## src/rtl/pls_pkg.sv

```systemverilog
`timescale 1ns / 1ps
// pls_pkg: shared constants and types for the positional list store.
// Used by the channel interfaces, the control decode, the cells and the top level.
package pls_pkg;

   // Payload widths that the channel definitions fix.
   localparam int ACTION_W = 3;
   localparam int VALUE_W  = 32;
   localparam int POS_W    = 8;
   localparam int STATUS_W = 2;

   // Action codes
   localparam logic [ACTION_W-1:0] ACT_INS_FRONT = 3'd0;
   localparam logic [ACTION_W-1:0] ACT_INS_BACK  = 3'd1;
   localparam logic [ACTION_W-1:0] ACT_INS_POS   = 3'd2;
   localparam logic [ACTION_W-1:0] ACT_DEL_FRONT = 3'd3;
   localparam logic [ACTION_W-1:0] ACT_DEL_BACK  = 3'd4;
   localparam logic [ACTION_W-1:0] ACT_DEL_POS   = 3'd5;

   // Status codes
   localparam logic [STATUS_W-1:0] ST_DONE    = 2'd0;
   localparam logic [STATUS_W-1:0] ST_INVALID = 2'd1;
   localparam logic [STATUS_W-1:0] ST_EMPTY   = 2'd2;
   localparam logic [STATUS_W-1:0] ST_FULL    = 2'd3;

   // Shift command broadcast to every cell for one transfer.
   typedef struct packed {
      logic ins;   // open a gap at the index and load the new value
      logic del;   // close the gap at the index
   } cell_cmd_type;

endpackage

```

## src/rtl/pls_if.sv

```systemverilog
`timescale 1ns / 1ps
// pls_req_if / pls_rsp_if: valid/ready channels of the positional list store.
// Depends on pls_pkg for the payload widths.
interface pls_req_if;
   logic                           valid;
   logic                           ready;
   logic [pls_pkg::ACTION_W-1:0]   action;
   logic signed [pls_pkg::VALUE_W-1:0] value;
   logic [pls_pkg::POS_W-1:0]      position;

   modport source (output valid, action, value, position, input ready);
   modport sink   (input valid, action, value, position, output ready);
endinterface

interface pls_rsp_if #(parameter int CNT_W = 5);
   logic                           valid;
   logic                           ready;
   logic [pls_pkg::STATUS_W-1:0]   status;
   logic [CNT_W-1:0]               count;

   modport source (output valid, status, count, input ready);
   modport sink   (input valid, status, count, output ready);
endinterface

```

## src/rtl/pls_ctrl.sv

```systemverilog
`timescale 1ns / 1ps
// pls_ctrl: decodes one list command against the element count into status,
// next count, the cell shift command and the cell index. Depends on pls_pkg.
module pls_ctrl #(
   parameter int CAPACITY = 16,
   parameter int CNT_W    = 5,
   parameter int IDX_W    = 4
) (
   input  logic [pls_pkg::ACTION_W-1:0] action,
   input  logic [pls_pkg::POS_W-1:0]    position,
   input  logic [CNT_W-1:0]             count,
   output logic [pls_pkg::STATUS_W-1:0] status,
   output logic [CNT_W-1:0]             count_next,
   output pls_pkg::cell_cmd_type        cmd,
   output logic [IDX_W-1:0]             idx
);
   import pls_pkg::*;

   // Common compare width wide enough for both position and count + 1.
   localparam int CMP_W = ((CNT_W > POS_W) ? CNT_W : POS_W) + 1;
   localparam logic [CMP_W-1:0] CAP_C = CMP_W'(CAPACITY);

   logic [CMP_W-1:0] pos_w;
   logic [CMP_W-1:0] cnt_w;
   logic             full;
   logic             empty;

   assign pos_w = CMP_W'(position);
   assign cnt_w = CMP_W'(count);
   assign full  = (cnt_w >= CAP_C);
   assign empty = (count == '0);

   always_comb begin
      status     = ST_DONE;
      cmd.ins    = 1'b0;
      cmd.del    = 1'b0;
      idx        = '0;
      case (action)
         ACT_INS_FRONT, ACT_INS_BACK, ACT_INS_POS: begin
            if (full) begin
               status = ST_FULL;
            end else if (action == ACT_INS_FRONT) begin
               cmd.ins = 1'b1;
            end else if (action == ACT_INS_BACK) begin
               cmd.ins = 1'b1;
               idx     = IDX_W'(cnt_w);
            end else if (pos_w == '0 || pos_w > cnt_w + CMP_W'(1)) begin
               status = ST_INVALID;
            end else begin
               cmd.ins = 1'b1;
               idx     = IDX_W'(pos_w - CMP_W'(1));
            end
         end
         ACT_DEL_FRONT, ACT_DEL_BACK, ACT_DEL_POS: begin
            if (empty) begin
               status = ST_EMPTY;
            end else if (action == ACT_DEL_FRONT) begin
               cmd.del = 1'b1;
            end else if (action == ACT_DEL_BACK) begin
               cmd.del = 1'b1;
               idx     = IDX_W'(cnt_w - CMP_W'(1));
            end else if (pos_w == '0 || pos_w > cnt_w) begin
               status = ST_INVALID;
            end else begin
               cmd.del = 1'b1;
               idx     = IDX_W'(pos_w - CMP_W'(1));
            end
         end
         default: begin
            status = ST_INVALID;
         end
      endcase
   end

   // Count moves by one on a completed insert or delete.
   always_comb begin
      if (cmd.ins) begin
         count_next = count + CNT_W'(1);
      end else if (cmd.del) begin
         count_next = count - CNT_W'(1);
      end else begin
         count_next = count;
      end
   end

endmodule

```

## src/rtl/pls_cell.sv

```systemverilog
`timescale 1ns / 1ps
// pls_cell: one list element. Holds, loads the new value, or takes its
// left or right neighbor on the broadcast shift command. Depends on pls_pkg.
module pls_cell #(
   parameter int IDX_W    = 4,
   parameter int CELL_POS = 0
) (
   input  logic                            clock,
   input  logic                            shift_en,
   input  pls_pkg::cell_cmd_type           cmd,
   input  logic [IDX_W-1:0]                idx,
   input  logic [pls_pkg::VALUE_W-1:0]     value_in,
   input  logic [pls_pkg::VALUE_W-1:0]     left_data,
   input  logic [pls_pkg::VALUE_W-1:0]     right_data,
   output logic [pls_pkg::VALUE_W-1:0]     data_out
);
   import pls_pkg::*;

   localparam logic [IDX_W-1:0] POS_C = IDX_W'(CELL_POS);

   logic [VALUE_W-1:0] data_ff;
   logic [VALUE_W-1:0] data_in;

   // Insert: cells past the gap take the left neighbor, the gap takes the value.
   // Delete: cells from the gap onward take the right neighbor.
   always_comb begin
      data_in = data_ff;
      if (cmd.ins && POS_C > idx) begin
         data_in = left_data;
      end else if (cmd.ins && POS_C == idx) begin
         data_in = value_in;
      end else if (cmd.del && POS_C >= idx) begin
         data_in = right_data;
      end
   end

   always_ff @(posedge clock) begin
      if (shift_en) begin
         data_ff <= data_in;
      end
   end

   assign data_out = data_ff;

endmodule

```

## src/rtl/positional_list_store.sv

```systemverilog
`timescale 1ns / 1ps
// positional_list_store: ordered list of signed 32-bit values in a row of
// cells with positional insert/delete. Depends on pls_pkg, pls_if, pls_ctrl, pls_cell.
//
//   channel   dir  fields                      transfer when
//   req_chan  in   action, value, position     valid && ready
//   rsp_chan  out  status, count               valid && ready
//
// One command per cycle while rsp_chan is not stalled: the count compare and cell shift
// finish in the transfer cycle; the result sits in an output register the cycle after.
// req_chan.ready is high while the result register is empty or being drained.
// Synchronous reset empties the list; element storage is not cleared.
// A stalled response holds the request side off; no command is lost.
module positional_list_store #(
   parameter int CAPACITY = 16
) (
   input  logic       clock,
   input  logic       reset,
   pls_req_if.sink    req_chan,
   pls_rsp_if.source  rsp_chan
);
   import pls_pkg::*;

   localparam int CNT_W = $clog2(CAPACITY + 1);
   localparam int IDX_W = $clog2(CAPACITY);

   logic                  req_xfer;
   logic [CNT_W-1:0]      count_ff;
   logic [CNT_W-1:0]      count_in;
   logic                  rsp_valid_ff;
   logic                  rsp_valid_in;
   logic [STATUS_W-1:0]   status_ff;
   logic [STATUS_W-1:0]   status_dec;
   cell_cmd_type          cmd_dec;
   cell_cmd_type          cmd;
   logic [IDX_W-1:0]      idx;
   logic [VALUE_W-1:0]    cell_data [CAPACITY];

   // Handshake: take a command whenever the result register is free.
   assign req_chan.ready = !rsp_valid_ff || rsp_chan.ready;
   assign req_xfer       = req_chan.valid && req_chan.ready;

   pls_ctrl #(
      .CAPACITY (CAPACITY),
      .CNT_W    (CNT_W),
      .IDX_W    (IDX_W)
   ) u_ctrl (
      .action     (req_chan.action),
      .position   (req_chan.position),
      .count      (count_ff),
      .status     (status_dec),
      .count_next (count_in),
      .cmd        (cmd_dec),
      .idx        (idx)
   );

   // Only shift on a transfer.
   assign cmd.ins = cmd_dec.ins && req_xfer;
   assign cmd.del = cmd_dec.del && req_xfer;

   // Row of cells, each wired to its neighbors.
   for (genvar i = 0; i < CAPACITY; i++) begin : g_cell
      logic [VALUE_W-1:0] left_d;
      logic [VALUE_W-1:0] right_d;
      if (i == 0) begin : g_first
         assign left_d = req_chan.value;
      end else begin : g_mid
         assign left_d = cell_data[i-1];
      end
      if (i == CAPACITY - 1) begin : g_last
         assign right_d = cell_data[i];
      end else begin : g_body
         assign right_d = cell_data[i+1];
      end
      pls_cell #(
         .IDX_W    (IDX_W),
         .CELL_POS (i)
      ) u_cell (
         .clock      (clock),
         .shift_en   (req_xfer),
         .cmd        (cmd),
         .idx        (idx),
         .value_in   (req_chan.value),
         .left_data  (left_d),
         .right_data (right_d),
         .data_out   (cell_data[i])
      );
   end

   // Count and response register.
   assign rsp_valid_in = req_xfer || (rsp_valid_ff && !rsp_chan.ready);

   always_ff @(posedge clock) begin
      if (reset) begin
         count_ff     <= '0;
         rsp_valid_ff <= 1'b0;
      end else begin
         rsp_valid_ff <= rsp_valid_in;
         if (req_xfer) begin
            count_ff <= count_in;
         end
      end
   end

   always_ff @(posedge clock) begin
      if (req_xfer) begin
         status_ff <= status_dec;
      end
   end

   assign rsp_chan.valid  = rsp_valid_ff;
   assign rsp_chan.status = status_ff;
   assign rsp_chan.count  = count_ff;

   // Checks
   a_count_bound: assert property (@(posedge clock) disable iff (reset)
      count_ff <= CNT_W'(CAPACITY))
      else $error("element count above capacity");

   a_ins_grows: assert property (@(posedge clock) disable iff (reset)
      cmd.ins |=> count_ff == $past(count_ff) + CNT_W'(1))
      else $error("insert did not grow the count");

   a_full_status: assert property (@(posedge clock) disable iff (reset)
      rsp_valid_ff && status_ff == ST_FULL |-> count_ff == CNT_W'(CAPACITY))
      else $error("full status with room left");

   a_empty_status: assert property (@(posedge clock) disable iff (reset)
      rsp_valid_ff && status_ff == ST_EMPTY |-> count_ff == '0)
      else $error("empty status with elements held");

endmodule
```

## src/flat_wrapper.sv

```systemverilog
// flat-port wrapper written by rule: the top's interface ports become plain ports
module positional_list_store_flat import pls_pkg::*;
#(
   parameter int CAPACITY = 16
)
  (clock, reset, req_chan_valid, req_chan_action, req_chan_value, req_chan_position, req_chan_ready, rsp_chan_valid, rsp_chan_status, rsp_chan_count, rsp_chan_ready);
  pls_req_if req_chan_i ();
  pls_rsp_if rsp_chan_i ();
  input  logic clock;
  input  logic reset;
  input wire logic [$bits(req_chan_i.valid)-1:0] req_chan_valid;
  input wire logic [$bits(req_chan_i.action)-1:0] req_chan_action;
  input wire logic [$bits(req_chan_i.value)-1:0] req_chan_value;
  input wire logic [$bits(req_chan_i.position)-1:0] req_chan_position;
  output wire logic [$bits(req_chan_i.ready)-1:0] req_chan_ready;
  output wire logic [$bits(rsp_chan_i.valid)-1:0] rsp_chan_valid;
  output wire logic [$bits(rsp_chan_i.status)-1:0] rsp_chan_status;
  output wire logic [$bits(rsp_chan_i.count)-1:0] rsp_chan_count;
  input wire logic [$bits(rsp_chan_i.ready)-1:0] rsp_chan_ready;
  assign req_chan_i.valid = req_chan_valid;
  assign req_chan_i.action = req_chan_action;
  assign req_chan_i.value = req_chan_value;
  assign req_chan_i.position = req_chan_position;
  assign req_chan_ready = req_chan_i.ready;
  assign rsp_chan_valid = rsp_chan_i.valid;
  assign rsp_chan_status = rsp_chan_i.status;
  assign rsp_chan_count = rsp_chan_i.count;
  assign rsp_chan_i.ready = rsp_chan_ready;
  positional_list_store #(.CAPACITY(CAPACITY)) u_core (.clock(clock), .reset(reset), .req_chan(req_chan_i), .rsp_chan(rsp_chan_i));
endmodule
```

## config.mk

```make
export PLATFORM = sky130hd
export DESIGN_NAME = positional_list_store_flat
export DESIGN_NICKNAME = d
export VERILOG_FILES = /design/src/rtl/pls_pkg.sv /design/src/rtl/pls_if.sv /design/src/rtl/pls_ctrl.sv /design/src/rtl/pls_cell.sv /design/src/rtl/positional_list_store.sv /design/src/flat_wrapper.sv
export SDC_FILE = /design/constraint.sdc
export NUM_CORES = 1
export LEC_CHECK = 0
export BUFFER_PORTS_ARGS = -buffer_cell sky130_fd_sc_hd__buf_2
export CORE_AREA = 2 2 67 69
export CTS_CLUSTER_SIZE = 28
export DETAILED_ROUTE_END_ITERATION = 8
export DIE_AREA = 0 0 69 71
export GPL_TIMING_DRIVEN = 0
export PLACE_DENSITY_LB_ADDON = 0.15
export RECOVER_POWER = 50
export SKIP_LAST_GASP = 1
export SLEW_MARGIN = 0
export SYNTH_ARGS = -nofsm -noshare
export SYNTH_HDL_FRONTEND = slang
export SYNTH_SLANG_ARGS = --single-unit
```

## constraint.sdc

```tcl
create_clock -name clock -period 3.8 [get_ports clock]
set_input_delay 0.38 -clock clock [delete_from_list [all_inputs] [get_ports clock]]
set_output_delay 0.38 -clock clock [all_outputs]
set_load 0.03 [all_outputs]
```

==> metrics.yaml <==
multi_input_area_sq_um: 786
grt_usage_pct: 10.4
wl_per_cell_um: 12.6
nFillCells: 457
critical_path_class: "reg2reg"
synth_seq_cells: 8
core_area_sq_mm: 0.00420
slew_violations: 0
cts_tree: "yes"
place_congestion: 0.712
layout-drive-gt1-share_pct: 25.2
synth_top_cell_area_share_pct: 20.1
fin_crit_ns: 3.55
crit_fanout: 6
rsz0062_at_grt: "no"
critical_path_required_ns: 3.95
synth_area_leaders: "ha_1, dfxtp_1, edfxtp_1"
powerDensity_mw_per_mm2: 327
period_share_pct: 93.3
setup_violations: 0
ir_drop_mv: 0.110
cp_cell_sequence: "inv_2, nor3_2, nand3_1, ha_1, a2111oi_2, o21ai_1, or3_1, and2_4, fa_1, a21o_1, a21oi_2, and2_1, nand4b_1, a31oi_1"
cp_num_buf_inv: 1
vias_per_cell: 4.64
worst_hold_path_type: "in2reg"
final_util_pct: 29.2
yosys.area.top_type: "ha_1"
syn-instance-count: 113
grt_first_pass_wirelength_um: 4150
postCtsSetupRepairBufs: 0
fp.dieH_um: 71
rows: 24
cpLargestDelayFamily: "simple AND/OR/NAND/NOR gates"
synth_seq_area_share_pct: 18.1
mostFrequentLayoutCells: "ha_1, buf_2, inv_1, nor2_1, clkbuf_1"
n_antenna_cell: 0
first_pass_iters: 4
grt-ovfl-total: 0
synth.distinct_cells: 42
finalNetCount: 204
area_delta_synth_final_pct: 23.1
status: "finished clean"
seqCellArea_sq_um: 183
min_from: "req_chan_valid"
dieWidth_um: 69
root_buffer: "clkbuf_8"
antenna_found_initial: 0
place_hpwl_um: 2070
hold_violations: 0
cp_slowest_cell: "dfxtp_1"
vias: 886
cp-end-kind: "flip-flop"
clk_pin_slew_ns: 0.05
synthesis.area_sq_um: 996
max_cap_viol_count: 0
clockBufferDepth: 2
max-slew-margin-rel_pct: 72.7
finClkSkew_ns: 0.00685
start_kind: "flip-flop"
num_io_pins: 56
drc_errors: 0
initial_core_util_pct: 23.7
grt_max_degree: 11
tightest_slew_ns: 0.406
synth.net_count: 177
drtIter0Drc: 30
cts-buffers-inserted: 3
cts_sinks: 8
crit_start: "u_core.rsp_chan.count[2]"
die_area_sq_mm: 0.00490
avgSynthCellArea_sq_um: 8.81
htreeDepth: 1
reg2reg_from: "u_core.rsp_chan.count[2]"
max_freq_mhz: 282
io_buffers: 22
clock_latency_ns: 0.23
yosys_warnings: 0
grt_pass1_vias: 953
slowest_delay_ns: 0.44
cp.arrival_ns: 3.70
power_leakage_nw: 0.503
setup_tns_ns: 0
final_antenna_net_count: 0
wirelength_um: 2410
==> routing by layer <==
layer | track usage [%] | routed length (um)
met5 | 0 | 0
met4 | 2.18 | 8
met1 | 12.3 | 1120
met3 | 2.28 | 100
met2 | 19.3 | 1190
==> Yosys cell counts (all sizes together) <==
cell and n:
or4 1, nand2 4, o211ai 1, nor2b 1, o22ai 2, o21bai 3
nand4b 1, clkinv 2, a21boi 1, nor3b 1, clkbuf 1, nand4bb 1
xor2 1, mux2 3, a2111oi 1, nand4 2, edfxtp 2, a31oi 3
o31ai 1, o21ai 3, nand3 2, nor2 9, nor3 4, a21oi 9
a21o 3, inv 9, a211oi 2, ha 16, xnor2 4, nand2b 6
and2 2, mux2i 1, fa 1, dfxtp 6, or3 3, o21a 1
==> state kept, by name, summed over array words and instances, names as in the netlist <==
name / count
u_core.rsp_chan.count: 5
u_core.rsp_chan.status: 2
u_core.rsp_chan.valid: 1
==> path summary, 6_finish.rpt <==
kind                                   end  cells after the start  slack (ns)
setup / recovery  u_core.rsp_chan.count[4]                     14        0.25
hold / removal       u_core.rsp_chan.valid                      3        0.41
setup reg to reg  u_core.rsp_chan.count[4]                     14        0.25
hold reg to reg   u_core.rsp_chan.count[1]                      2        0.53
==> per-stage QoR <==
stage	cells	cell area (sq um)	hold WS [ns]	power [W]	setup WS, ns
2_1_floorplan	113	996	0.509	0.000244	0.181
3_3_place_gp	187	1170	0.502	0.000289	-0.0642
3_5_place_dp	187	1170	0.519	0.000295	-0.184
4_1_cts	191	1220	0.411	0.000404	0.0385
5_1_grt	191	1230	0.439	0.000434	0.00949
6_report	191	1230	0.410	0.000401	0.253
==> where the power goes <==
group / total (W) / internal, W / switching (W)
sequential: 0.000113 / 0.0000985 / 0.0000144
clock: 0.000107 / 0.0000728 / 0.0000343
combinational: 0.000181 / 0.0000759 / 0.000105
total: 0.000401 / 0.000247 / 0.000154
==> kinds of logic after synthesis <==
logic type / after synthesis / share of synthesized area (%)
AOI/OAI and AO/OA: 30 / 22.9
xor gates and xnor gates: 5 / 4.40
buffers and inverters: 12 / 4.52
adders and majority gates: 17 / 22.1
DFF: 8 / 18.1
and+or+nand+nor: 37 / 22.5
muxes: 4 / 5.53
==> repair_timing <==
| item | 4_1_cts | 5_1_grt |
|---|---|---|
| gates resized for setup | 4 | 3 |
| endpoints found under the setup margin | 2 | 2 |
| pin swaps | 0 | 1 |
| hold buffers | 0 | 0 |
==> layout make-up <==
cell class | instances | area share [%]
Clock buffer | 4 | 3.67
Inverter | 11 | 3.37
Multi-Input combinational cell | 93 | 64.1
Tap cell | 52 | 5.31
Sequential cell | 8 | 14.9
Buffer | 1 | 0.306
Timing Repair Buffer | 22 | 8.37
==> worst register-to-register path: stages (launching register included) <==
cell,delay (ns)
dfxtp_1,0.44
inv_2,0.10
nor3_2,0.24
nand3_1,0.12
ha_1,0.33
a2111oi_2,0.31
o21ai_1,0.14
or3_1,0.42
and2_4,0.19
fa_1,0.40
a21o_1,0.19
a21oi_2,0.15
and2_1,0.15
nand4b_1,0.11
a31oi_1,0.18
No activity file was read; power rests on OpenSTA's default activity.
